## config.mk

```make
export PLATFORM = sky130hd
export DESIGN_NAME = size_class_segment_allocator_core
export DESIGN_NICKNAME = d
export VERILOG_FILES = /design/src/design/sca_pkg.sv /design/src/design/size_class_segment_allocator_core.sv
export SDC_FILE = /design/constraint.sdc
export NUM_CORES = 2
export LEC_CHECK = 0
export BUFFER_PORTS_ARGS = -buffer_cell sky130_fd_sc_hd__clkbuf_2
export CORE_AREA = 2 2 487 295
export CTS_BUF_LIST = sky130_fd_sc_hd__clkbuf_4 sky130_fd_sc_hd__clkbuf_8
export CTS_CLUSTER_SIZE = 24
export DETAILED_ROUTE_END_ITERATION = 8
export DIE_AREA = 0 0 489 297
export SYNTH_ARGS = -nofsm -noshare
export SYNTH_HDL_FRONTEND = slang
export SYNTH_SLANG_ARGS = --single-unit
```

## constraint.sdc

```tcl
create_clock -name clk -period 13.54 [get_ports clk]
set_input_delay 0.677 -clock clk [delete_from_list [all_inputs] [get_ports clk]]
set_output_delay 0.677 -clock clk [all_outputs]
set_load 0.005 [all_outputs]
```

## src/design/sca_pkg.sv

```systemverilog
// package for the size class segment allocator
// holds layout field widths, status codes and sequencer states; no dependencies
package sca_pkg;

    localparam int NUM_CLASSES    = 5;
    localparam int BANK_BYTES     = 8192;
    localparam int TOTAL_SEGMENTS = 256;
    localparam int NUM_REGS       = 5;

    localparam int CLS_W   = $clog2(NUM_CLASSES);
    localparam int IDX_W   = $clog2(TOTAL_SEGMENTS);
    localparam int BOFF_W  = $clog2(BANK_BYTES);
    localparam int LAYOUT_W = 40;
    localparam int CFG_IDX_W = 3;

    typedef enum logic [1:0] {
        ST_OK      = 2'd0,
        ST_OOM     = 2'd1,
        ST_NULL    = 2'd2,
        ST_NOTUSED = 2'd3
    } status_t;

    typedef enum logic [3:0] {
        S_IDLE,
        S_A_CLASS,
        S_A_SCAN,
        S_A_MUL,
        S_F_CLASS,
        S_F_START,
        S_F_DIV1,
        S_F_DIV2,
        S_F_MUL,
        S_F_CHECK,
        S_DONE
    } state_t;

endpackage

```

## src/design/size_class_segment_allocator_core.sv

```systemverilog
// size class segment allocator, top level
// depends on sca_pkg
//
// usage: an input word on s_axis carries op, request_size, free_offset and
// free_bank; exactly one result word leaves on m_axis with status, bank and
// offset. the user must write class layouts on the cfg port while the block is
// idle; the block itself does not enforce this. one item is handled at a time:
// s_axis_tready is high only when the sequencer is idle and the output register
// is empty. allocate: the sequencer walks the classes in order, scans the flags
// of each class whose segment size fits until a free flag turns up, moves on when
// a class is exhausted, then takes a multiply step and a done step.
// free: class pick, class start sum, two restoring divisions, multiply, check
// and done.
// the flag store is a 256-bit register cleared at reset, so no clearing pass.
// a result waits in the output register while m_axis_tready is low; no new
// item is taken until it is delivered.
module size_class_segment_allocator_core (
    input  logic        clk,
    input  logic        rst_n,
    input  logic        s_axis_tvalid,
    output logic        s_axis_tready,
    // op[0], request_size[16:1], free_offset[29:17], free_bank[37:30], zero pad
    input  logic [39:0] s_axis_tdata,
    output logic        m_axis_tvalid,
    input  logic        m_axis_tready,
    // status[1:0], alloc_bank[9:2], alloc_offset[22:10], zero pad
    output logic [23:0] m_axis_tdata,
    input  logic        cfg_we,
    input  logic [sca_pkg::CFG_IDX_W-1:0] cfg_index,
    input  logic [sca_pkg::LAYOUT_W-1:0]  cfg_data
);

    localparam int NC = sca_pkg::NUM_CLASSES;
    localparam int CW = sca_pkg::CLS_W;
    localparam int IW = sca_pkg::IDX_W;
    localparam int BW = sca_pkg::BOFF_W;

    logic [sca_pkg::LAYOUT_W-1:0] layout_reg [NC];
    logic [sca_pkg::TOTAL_SEGMENTS-1:0] used_reg;

    sca_pkg::state_t state_reg, state_next;
    logic              op_reg;
    logic [15:0]       size_reg;
    logic [12:0]       foff_reg;
    logic [7:0]        fbank_reg;
    logic [CW-1:0]     cls_reg, cls_next;
    logic [CW:0]       k_reg, k_next;
    logic [12:0]       acc_reg, acc_next;   // class start sum, can exceed store
    logic [8:0]        j_reg, j_next;
    // shared divider: quotient/remainder shift
    logic [15:0]       dq_reg, dq_next;
    logic [16:0]       dr_reg, dr_next;
    logic [4:0]        dstep_reg, dstep_next;
    logic [15:0]       q1_reg, q1_next;
    logic [31:0]       prod_reg, prod_next;
    logic              out_v_reg;
    logic [1:0]        o_st_reg;
    logic [7:0]        o_bank_reg;
    logic [12:0]       o_off_reg;

    logic [15:0] c_ss, c_cnt, c_fb, c_nb;
    logic [12:0] idx_w;
    logic [16:0] dr_sh;
    logic [15:0] div_d;
    logic        done_fire;

    assign c_ss  = layout_reg[cls_reg][15:0];
    assign c_cnt = {8'd0, layout_reg[cls_reg][23:16]};
    assign c_fb  = {8'd0, layout_reg[cls_reg][31:24]};
    assign c_nb  = {8'd0, layout_reg[cls_reg][39:32]};

    assign s_axis_tready = (state_reg == sca_pkg::S_IDLE) && !out_v_reg;
    assign m_axis_tvalid = out_v_reg;
    assign m_axis_tdata  = {1'b0, o_off_reg, o_bank_reg, o_st_reg};

    // divisor: first offset/segsize, then count/banks
    assign div_d = (state_reg == sca_pkg::S_F_DIV1) ? c_ss : c_nb;
    assign dr_sh = {dr_reg[15:0], dq_reg[15]};
    assign idx_w = acc_reg + {4'd0, j_reg};

    always_ff @(posedge clk or negedge rst_n)
    begin
        if (!rst_n)
        begin
            for (int i = 0; i < NC; i++)
            begin
                layout_reg[i] <= '0;
            end
        end
        else if (cfg_we && cfg_index < sca_pkg::CFG_IDX_W'(NC))
        begin
            layout_reg[cfg_index[CW-1:0]] <= cfg_data;
        end
    end

    // next state
    always_comb
    begin
        state_next = state_reg;
        unique case (state_reg)
            sca_pkg::S_IDLE:
            begin
                if (s_axis_tvalid && s_axis_tready)
                begin
                    if (!s_axis_tdata[0])
                        state_next = sca_pkg::S_A_CLASS;
                    else if (s_axis_tdata[37:30] == 8'd0 || s_axis_tdata[29:17] == 13'd0)
                        state_next = sca_pkg::S_DONE;
                    else
                        state_next = sca_pkg::S_F_CLASS;
                end
            end
            sca_pkg::S_A_CLASS:
            begin
                if (k_reg == (CW+1)'(NC))
                    state_next = sca_pkg::S_DONE;
                else if (size_reg <= layout_reg[k_reg[CW-1:0]][15:0])
                    state_next = sca_pkg::S_A_SCAN;
            end
            sca_pkg::S_A_SCAN:
            begin
                if ({7'd0, j_reg} >= c_cnt || idx_w >= 13'(sca_pkg::TOTAL_SEGMENTS))
                    state_next = sca_pkg::S_A_CLASS;
                else if (!used_reg[idx_w[IW-1:0]])
                    state_next = sca_pkg::S_A_MUL;
            end
            sca_pkg::S_A_MUL:   state_next = sca_pkg::S_DONE;
            sca_pkg::S_F_CLASS:
            begin
                if ({8'd0, fbank_reg} >= {8'd0, layout_reg[k_reg[CW-1:0]][31:24]}
                    || k_reg == '0)
                    state_next = sca_pkg::S_F_START;
            end
            sca_pkg::S_F_START:
            begin
                if ({1'b0, k_reg[CW-1:0]} == {1'b0, cls_reg})
                begin
                    if ({8'd0, fbank_reg} < c_fb)
                        state_next = sca_pkg::S_DONE;
                    else
                        state_next = sca_pkg::S_F_DIV1;
                end
            end
            sca_pkg::S_F_DIV1:
            begin
                if (dstep_reg == 5'd16)
                    state_next = sca_pkg::S_F_DIV2;
            end
            sca_pkg::S_F_DIV2:
            begin
                if (dstep_reg == 5'd16)
                    state_next = sca_pkg::S_F_MUL;
            end
            sca_pkg::S_F_MUL:   state_next = sca_pkg::S_F_CHECK;
            sca_pkg::S_F_CHECK: state_next = sca_pkg::S_DONE;
            sca_pkg::S_DONE:    state_next = sca_pkg::S_IDLE;
            default:            state_next = sca_pkg::S_IDLE;
        endcase
    end

    // datapath
    always_comb
    begin
        cls_next   = cls_reg;
        k_next     = k_reg;
        acc_next   = acc_reg;
        j_next     = j_reg;
        dq_next    = dq_reg;
        dr_next    = dr_reg;
        dstep_next = dstep_reg;
        q1_next    = q1_reg;
        prod_next  = prod_reg;
        unique case (state_reg)
            sca_pkg::S_IDLE:
            begin
                k_next   = s_axis_tdata[0] ? (CW+1)'(NC-1) : '0;
                cls_next = '0;
                acc_next = '0;
                j_next   = '0;
            end
            sca_pkg::S_A_CLASS:
            begin
                if (k_reg != (CW+1)'(NC))
                begin
                    if (size_reg <= layout_reg[k_reg[CW-1:0]][15:0])
                    begin
                        cls_next = k_reg[CW-1:0];
                        j_next   = '0;
                    end
                    else
                    begin
                        acc_next = acc_reg + {5'd0, layout_reg[k_reg[CW-1:0]][23:16]};
                    end
                    k_next = k_reg + 1'b1;
                end
            end
            sca_pkg::S_A_SCAN:
            begin
                if ({7'd0, j_reg} >= c_cnt || idx_w >= 13'(sca_pkg::TOTAL_SEGMENTS))
                    acc_next = acc_reg + c_cnt[12:0];
                else if (used_reg[idx_w[IW-1:0]])
                    j_next = j_reg + 1'b1;
            end
            sca_pkg::S_A_MUL:
                prod_next = 32'(j_reg) * 32'(c_ss);
            sca_pkg::S_F_CLASS:
            begin
                if ({8'd0, fbank_reg} >= {8'd0, layout_reg[k_reg[CW-1:0]][31:24]})
                begin
                    cls_next = k_reg[CW-1:0];
                    k_next   = '0;
                end
                else if (k_reg != '0)
                    k_next = k_reg - 1'b1;
            end
            sca_pkg::S_F_START:
            begin
                if (k_reg[CW-1:0] != cls_reg)
                begin
                    acc_next = acc_reg + {5'd0, layout_reg[k_reg[CW-1:0]][23:16]};
                    k_next   = k_reg + 1'b1;
                end
                dq_next    = {3'd0, foff_reg};
                dr_next    = '0;
                dstep_next = '0;
            end
            sca_pkg::S_F_DIV1, sca_pkg::S_F_DIV2:
            begin
                if (dstep_reg == 5'd16)
                begin
                    // zero divisor gives a zero quotient
                    if (state_reg == sca_pkg::S_F_DIV1)
                    begin
                        q1_next = (div_d == 16'd0) ? 16'd0 : dq_reg;
                        dq_next = c_cnt;
                    end
                    else
                    begin
                        dq_next = (div_d == 16'd0) ? 16'd0 : dq_reg;
                    end
                    dr_next    = '0;
                    dstep_next = '0;
                end
                else
                begin
                    dstep_next = dstep_reg + 1'b1;
                    if (dr_sh >= {1'b0, div_d})
                    begin
                        dr_next = dr_sh - {1'b0, div_d};
                        dq_next = {dq_reg[14:0], 1'b1};
                    end
                    else
                    begin
                        dr_next = dr_sh;
                        dq_next = {dq_reg[14:0], 1'b0};
                    end
                end
            end
            sca_pkg::S_F_MUL:
                prod_next = 32'(fbank_reg - c_fb[7:0]) * 32'(dq_reg);
            default: ;
        endcase
    end

    // flag index: class start + offset quotient + bank distance times count quotient
    logic [31:0] fidx;
    assign fidx = {19'd0, acc_reg} + {16'd0, q1_reg} + prod_reg;
    assign done_fire = (state_reg == sca_pkg::S_DONE);

    always_ff @(posedge clk or negedge rst_n)
    begin
        if (!rst_n)
        begin
            state_reg <= sca_pkg::S_IDLE;
            used_reg  <= '0;
            out_v_reg <= 1'b0;
        end
        else
        begin
            state_reg <= state_next;
            if (m_axis_tvalid && m_axis_tready)
                out_v_reg <= 1'b0;
            if (state_reg == sca_pkg::S_A_SCAN && state_next == sca_pkg::S_A_MUL)
                used_reg[idx_w[IW-1:0]] <= 1'b1;
            if (state_reg == sca_pkg::S_F_CHECK && fidx < 32'(sca_pkg::TOTAL_SEGMENTS)
                && used_reg[fidx[IW-1:0]])
                used_reg[fidx[IW-1:0]] <= 1'b0;
            if (done_fire)
                out_v_reg <= 1'b1;
        end
    end

    always_ff @(posedge clk)
    begin
        cls_reg   <= cls_next;
        k_reg     <= k_next;
        acc_reg   <= acc_next;
        j_reg     <= j_next;
        dq_reg    <= dq_next;
        dr_reg    <= dr_next;
        dstep_reg <= dstep_next;
        q1_reg    <= q1_next;
        prod_reg  <= prod_next;
        if (s_axis_tvalid && s_axis_tready)
        begin
            op_reg    <= s_axis_tdata[0];
            size_reg  <= s_axis_tdata[16:1];
            foff_reg  <= s_axis_tdata[29:17];
            fbank_reg <= s_axis_tdata[37:30];
            o_st_reg  <= s_axis_tdata[0] ? sca_pkg::ST_NULL : sca_pkg::ST_OOM;
            o_bank_reg <= '0;
            o_off_reg  <= '0;
        end
        unique case (state_reg)
            sca_pkg::S_A_MUL:
            begin
                o_st_reg   <= sca_pkg::ST_OK;
                o_bank_reg <= 8'(32'(j_reg) * 32'(c_ss) / sca_pkg::BANK_BYTES) + c_fb[7:0];
                o_off_reg  <= 13'(32'(j_reg) * 32'(c_ss) % sca_pkg::BANK_BYTES);
            end
            sca_pkg::S_F_START:
                o_st_reg <= sca_pkg::ST_NOTUSED;
            sca_pkg::S_F_CHECK:
            begin
                if (fidx < 32'(sca_pkg::TOTAL_SEGMENTS) && used_reg[fidx[IW-1:0]])
                    o_st_reg <= sca_pkg::ST_OK;
                else
                    o_st_reg <= sca_pkg::ST_NOTUSED;
            end
            default: ;
        endcase
    end

    property p_no_accept_busy;
        @(posedge clk) disable iff (!rst_n)
        (state_reg != sca_pkg::S_IDLE) |-> !s_axis_tready;
    endproperty
    a_no_accept_busy: assert property (p_no_accept_busy) else $error("accept while busy");

    property p_out_hold;
        @(posedge clk) disable iff (!rst_n)
        (m_axis_tvalid && !m_axis_tready) |=> m_axis_tvalid;
    endproperty
    a_out_hold: assert property (p_out_hold) else $error("result dropped");

    property p_done_sets_valid;
        @(posedge clk) disable iff (!rst_n)
        done_fire |=> m_axis_tvalid;
    endproperty
    a_done_sets_valid: assert property (p_done_sets_valid) else $error("result lost");

    property p_op_path;
        @(posedge clk) disable iff (!rst_n)
        (state_reg == sca_pkg::S_A_SCAN) |-> !op_reg;
    endproperty
    a_op_path: assert property (p_op_path) else $error("free in alloc scan");

endmodule
```

==> Word level (Yosys, flattened, before mapping) <==
Cells that the tools add are included.
{ "word_totals": {"word_cells": 195, "output_inout_bits": 26, "reg_bits": 635, "in_bits": 88} }
{ "op_classes": {"magnitude_cmp": 16, "n_reduce_logical": 37, "n_mux": 74, "n_eq_ne": 25, "bitwise": 6, "multipliers": 2, "n_addsub": 12} }
{ "ops": {"columns": ["operator", "count"], "rows": [
  ["256-bit 2-to-1 mux", 2],
  ["256-bit AND", 1],
  ["256-bit inverter", 1],
  ["256-bit OR", 1],
  ["40-bit binary-select mux with 3-bit select", 2],
  ["200-bit bitwise mux", 1],
  ["40-bit demux with 3-bit select", 1],
  ["40-bit 2-to-1 mux", 3],
  ["16-bit 2-to-1 mux", 6],
  ["13-bit 2-to-1 mux", 6],
  ["32-bit 2-to-1 mux", 2],
  ["4-bit 2-to-1 mux", 16],
  ["16-bit one-hot mux with 2 select lines", 2],
  ["32-bit one-hot mux with 2 select lines", 1],
  ["13-bit one-hot mux with 4 select lines", 1],
  ["9-bit 2-to-1 mux", 4],
  ["4-bit one-hot mux with 9 select lines", 1],
  ["17-bit by 32-bit adder with 32-bit output", 1],
  ["32-bit by 9-bit < comparator with 1-bit output (second input constant)", 1],
  ["9-bit one-hot mux with 3 select lines", 1],
  ["13-bit by 8-bit adder with 13-bit output", 2],
  ["9-bit by 17-bit multiplier with 26-bit output", 1],
  ["9-bit by 16-bit multiplier with 25-bit output", 1],
  ["4-bit by 3-bit == test with 1-bit output (second input constant)", 5],
  ["other kinds (55)", 109]
]} }

==> Longest topological paths before layout <==
{ "depth": {"depth_word": 13, "depth_mapped": 37, "mapped_depth_nobuf": 33} }

==> Worst setup path after synthesis <==
No wires, ideal clock.
{ "synth_path": {"path_type": "reg2reg", "from": "register cls_reg[1]", "to": "register prod_reg[30], data pin", "required_time_ns": 13.274, "slack_ns": 4.839, "path_buffers": 4, "t_arrival_ns": 8.436, "path_stages_with_launch": 35, "setup_time_ns": 0.266, "synth_period_minus_slack_ns": 8.701, "cell_sequence": "edfxtp_1 buf_1 buf_1 clkbuf_1 mux2_2 a21oi_1 o21a_1 ha_1 nor2b_1 o21ai_0 a21boi_0 o21ai_0 a21boi_0 o21a_1 o21a_1 nor2_1 clkbuf_1 nand2_1 fa_1 fa_1 inv_1 fa_1 fa_1 inv_1 fa_1 inv_1 ha_1 o21ai_0 a21oi_1 o41ai_1 o21ai_0 a211oi_1 o31ai_1 xnor2_1 nor2_1"} }
{ "synth_between": {"elab_chain_cells": 7} }
{ "synth_lines": {"columns": ["element", "line_no", "rtl"], "rows": [
  ["start: declaration", "size_class_segment_allocator_core.sv:46", "logic [CW-1:0] cls_reg, cls_next;"],
  ["start signal: assignment", "size_class_segment_allocator_core.sv:295", "cls_reg <= cls_next;"],
  ["3-bit inverter with 4-bit output (implied by the code)", "size_class_segment_allocator_core.sv:69", "assign c_fb = {8'd0, layout_reg[cls_reg][31:24]};"],
  ["40-bit binary-select mux with 3-bit select", "size_class_segment_allocator_core.sv:69", null],
  ["40-bit 2-to-1 mux (2 in a row)", null, null],
  ["8-bit by 8-bit subtractor with 9-bit output", "size_class_segment_allocator_core.sv:260", "prod_next = 32'(fbank_reg - c_fb[7:0]) * 32'(dq_reg);"],
  ["9-bit by 17-bit multiplier with 26-bit output", "size_class_segment_allocator_core.sv:260", null],
  ["32-bit one-hot mux with 2 select lines", "size_class_segment_allocator_core.sv:173", "unique case (state_reg)"],
  ["end signal: assignment", "size_class_segment_allocator_core.sv:303", "prod_reg <= prod_next;"],
  ["end: declaration", "size_class_segment_allocator_core.sv:55", "logic [31:0] prod_reg, prod_next;"]
]} }
Every way passes these cells. The select of a mux whose other input is x is not followed.
A chain may end at the register's enable or synchronous reset.

==> Worst setup path in the final report <==
{ "layout_path": {"from": "register cls_reg[0]", "to": "register prod_reg[30], data pin"} }
The elaborated chain is that of the path after synthesis.

==> summary.txt <==
Critical path
  – Arrival time at the worst endpoint: 10.61 ns
  – Most used cell, CP: fa_1
  – Type of element launching the critical path: flop
  – Cell class contributing the biggest share of worst-path delay: compound AO/OA/AOI/OAI gates
  – Endpoint type of the worst setup path: flop
  – Critical path data required time: 14.10 ns
  – Count of buffer and inverter cells on the critical path: 6
  – Critical-path top delay cell: nor2_1
  – Critical path peak fanout: 25
  – Worst Path Class, Setup: reg2reg
  – Longest individual stage delay on the worst path: 0.84 ns

Cells and area
  – Multi-input gate area: 28,700 um^2
  – Net total in the final layout: 4,802
  – Synth-to-Final Area Change: 9.48%
  – Post-layout instance count excluding filler cells: 6,272
  – Filler Cell Count: 13,763
  – Fraction of final layout cells with drive strength greater than 1: 0.196
  – Number of flip-flops in the largest register: 256
  – Sequential cell area: 16,600 um^2

Timing
  – Setup clock skew after layout: 0.0917 ns
  – RSZ-0062 raised after global routing: false
  – F_max: 0.0995 GHz
  – Final Hold Viols: 0
  – Final period utilization: 0.742
  – Transition time of the tightest slew-check pin: 1.38 ns
  – Rel. slew slack: 0.0756
  – Minimum clock period: 10.05 ns
  – Setup violation total in the final timing report: 0
  – Slew Limit Fails: 0
  – Setup TNS Final: 0 ns

Floorplan
  – Die Area: 145,000 um^2
  – Core area: 141,000 um^2
  – Height of the chip: 297 um
  – Row Count: 107
  – Top-level port count: 114
  – Starting density of the core: 0.338
  – Horizontal extent of the die: 489 um

Global route
  – Overall Global Routing Usage: 0.220
  – Wire length of the first global-routing pass: 245,000 um
  – Global routing met1 resource utilization: 0.338
  – Global-route track usage on met3: 0.0929
  – Overflow after GRT: 0
  – Maximum number of pins on one net before global-route repair: 216
  – Number of antenna violations at the first check in global routing: 5
  – Layer carrying the most global-route usage: met1
  – Via count of the first global-routing pass: 37,609
  – M2 GR Usage: 0.277

Drt
  – Vias per cell: 6.16
  – Final routed wire length divided by cell count: 25.8 um
  – Total Routed Length: 162,000 um
  – Final antenna-violating net count: 0
  – First-pass DRT Iterations: 6
  – Total via count after detailed routing: 38,653
  – Initial DRC Count: 5,364
  – Post-route DRC: 0

Synth
  – Yosys warns: 0
  – Synthesized area divided by synthesized cell count: 11.0 um^2
  – Cell count after synthesis: 4,337
  – Share of async-settable or async-resettable flops after synthesis: 0.733
  – Share of synthesized area occupied by flip-flops and latches: 0.348
  – Fraction of synthesized cell area taken by the top area cell type: 0.242
  – Ys flop type: dfrtp_1
  – Most frequent cell after synthesis: dfrtp_1
  – Synthesis-stage register bit count: 629
  – Area of the mapped netlist: 47,600 um^2
  – Synth area leader: dfrtp_1
  – Post-synth EDFFs: 168
  – Most common library cells after synthesis: 461 x dfrtp_1, 451 x a41oi_1, 312 x nor2_1
  – Top cells by area in the synthesized netlist: dfrtp_1 24%, edfxtp_1 11%, mux4_2 10%
  – Nets in the synthesized netlist: 4,864
  – Synth unique cells: 89

Clock network
  – Number of H-tree levels: 3
  – Clock Root Buffer: clkbuf_8
  – Clk pin slew, worst setup/hold paths: 0.07 ns
  – Maximum count of clock buffers along a single path: 3
  – Clock tree from TritonCTS: yes
  – Total setup buffers inserted after CTS: 0
  – Clk Latency, worst-skew pair: 0.87 ns
  – Clock sinks: 629
  – Total CTS buffers: 98

Run status
  – Run status: completed

Placement
  – Input/output buffers: 110
  – Last weighted congestion value of the routability-driven placer: 0.926
  – Inst Count DP: 6,070
  – Detailed placer's ending HPWL: 110,000 um

Worst hold path
  – Path category of the worst min-delay check: in2reg

Run
  – Max-cap violations: 0
[per-layer routing]
| metal | vias to the layer above | routed length (um) |
|---|---|---|
| met5 | - | 71 |
| li1 | 16329 | - |
| met1 | 19774 | 72900 |
| met3 | 286 | 22700 |
| met2 | 2262 | 62100 |
| met4 | 2 | 4000 |
[repair_timing]
item	in CTS	in global routing
gates resized for setup	0	0
hold endpoints to repair	17	0
hold buffers	12	0
[placed cells by master, fill, tap and decap left out, types with 64 or more instances in the layout]
| cell | n |
|---|---|
| nor4_1 | 78 |
| nand2_1 | 257 |
| clkbuf_8 | 122 |
| a21oi_1 | 173 |
| mux2_2 | 214 |
| buf_4 | 89 |
| a41oi_1 | 451 |
| mux4_2 | 214 |
| and2_1 | 164 |
| dfrtp_1 | 461 |
| nor2_1 | 308 |
| ha_1 | 220 |
| edfxtp_1 | 168 |
| nand3_1 | 64 |
| clkbuf_2 | 109 |
| inv_1 | 234 |
| fa_1 | 215 |
[logic make-up after synthesis]
| logic type | count (synthesis) | share of synthesized area |
|---|---|---|
| muxes | 481 | 0.163 |
| DFF | 629 | 0.348 |
| adders and majority gates | 439 | 0.149 |
| buffers and inverters | 612 | 0.0524 |
| xor gates and xnor gates | 101 | 0.0191 |
| and+or+nand+nor | 1112 | 0.114 |
| other | 1 | 0.0000787 |
| AOI/OAI and AO/OA | 962 | 0.153 |
[area by class of cell]
type / instances / share of cell area
multi-input combinational: 3096 / 0.551
sequential: 629 / 0.318
tap: 1907 / 0.0457
clock buffer: 155 / 0.0369
timing repair buffer: 213 / 0.0266
inverter: 237 / 0.0171
clock inverter: 27 / 0.00480
antenna: 8 / 0.000384
[final timing paths]
kind,slack [ns],cells past startpoint,to,from
setup / recovery,3.49,33,prod_reg[30],cls_reg[0]
hold / removal,0.05,1,size_reg[3],s_axis_tdata[4]
hold reg to reg,0.50,1,layout_reg[113],layout_reg[113]
max in group asynchronous,10.25,4,used_reg[84],rst_n
min in group asynchronous,0.54,2,layout_reg[148],rst_n
setup reg to reg,3.49,33,prod_reg[30],cls_reg[0]
[metrics by stage]
step / hold WS [ns] / area, um^2 / util / worst slack, ns
floorplan: 0.381 / 47600 / - / 4.84
global placement: 0.483 / 49800 / 0.354 / 3.82
detailed placement: 0.492 / 49800 / 0.354 / 3.70
CTS: 0.000914 / 52100 / 0.370 / 3.63
global route: 0.0193 / 52100 / 0.370 / 2.76
finish: 0.0502 / 52200 / 0.370 / 3.49
Power is left out: the tool's default activity adds up to more than one toggle a clock period on the data nets, which glitch-free logic cannot reach.
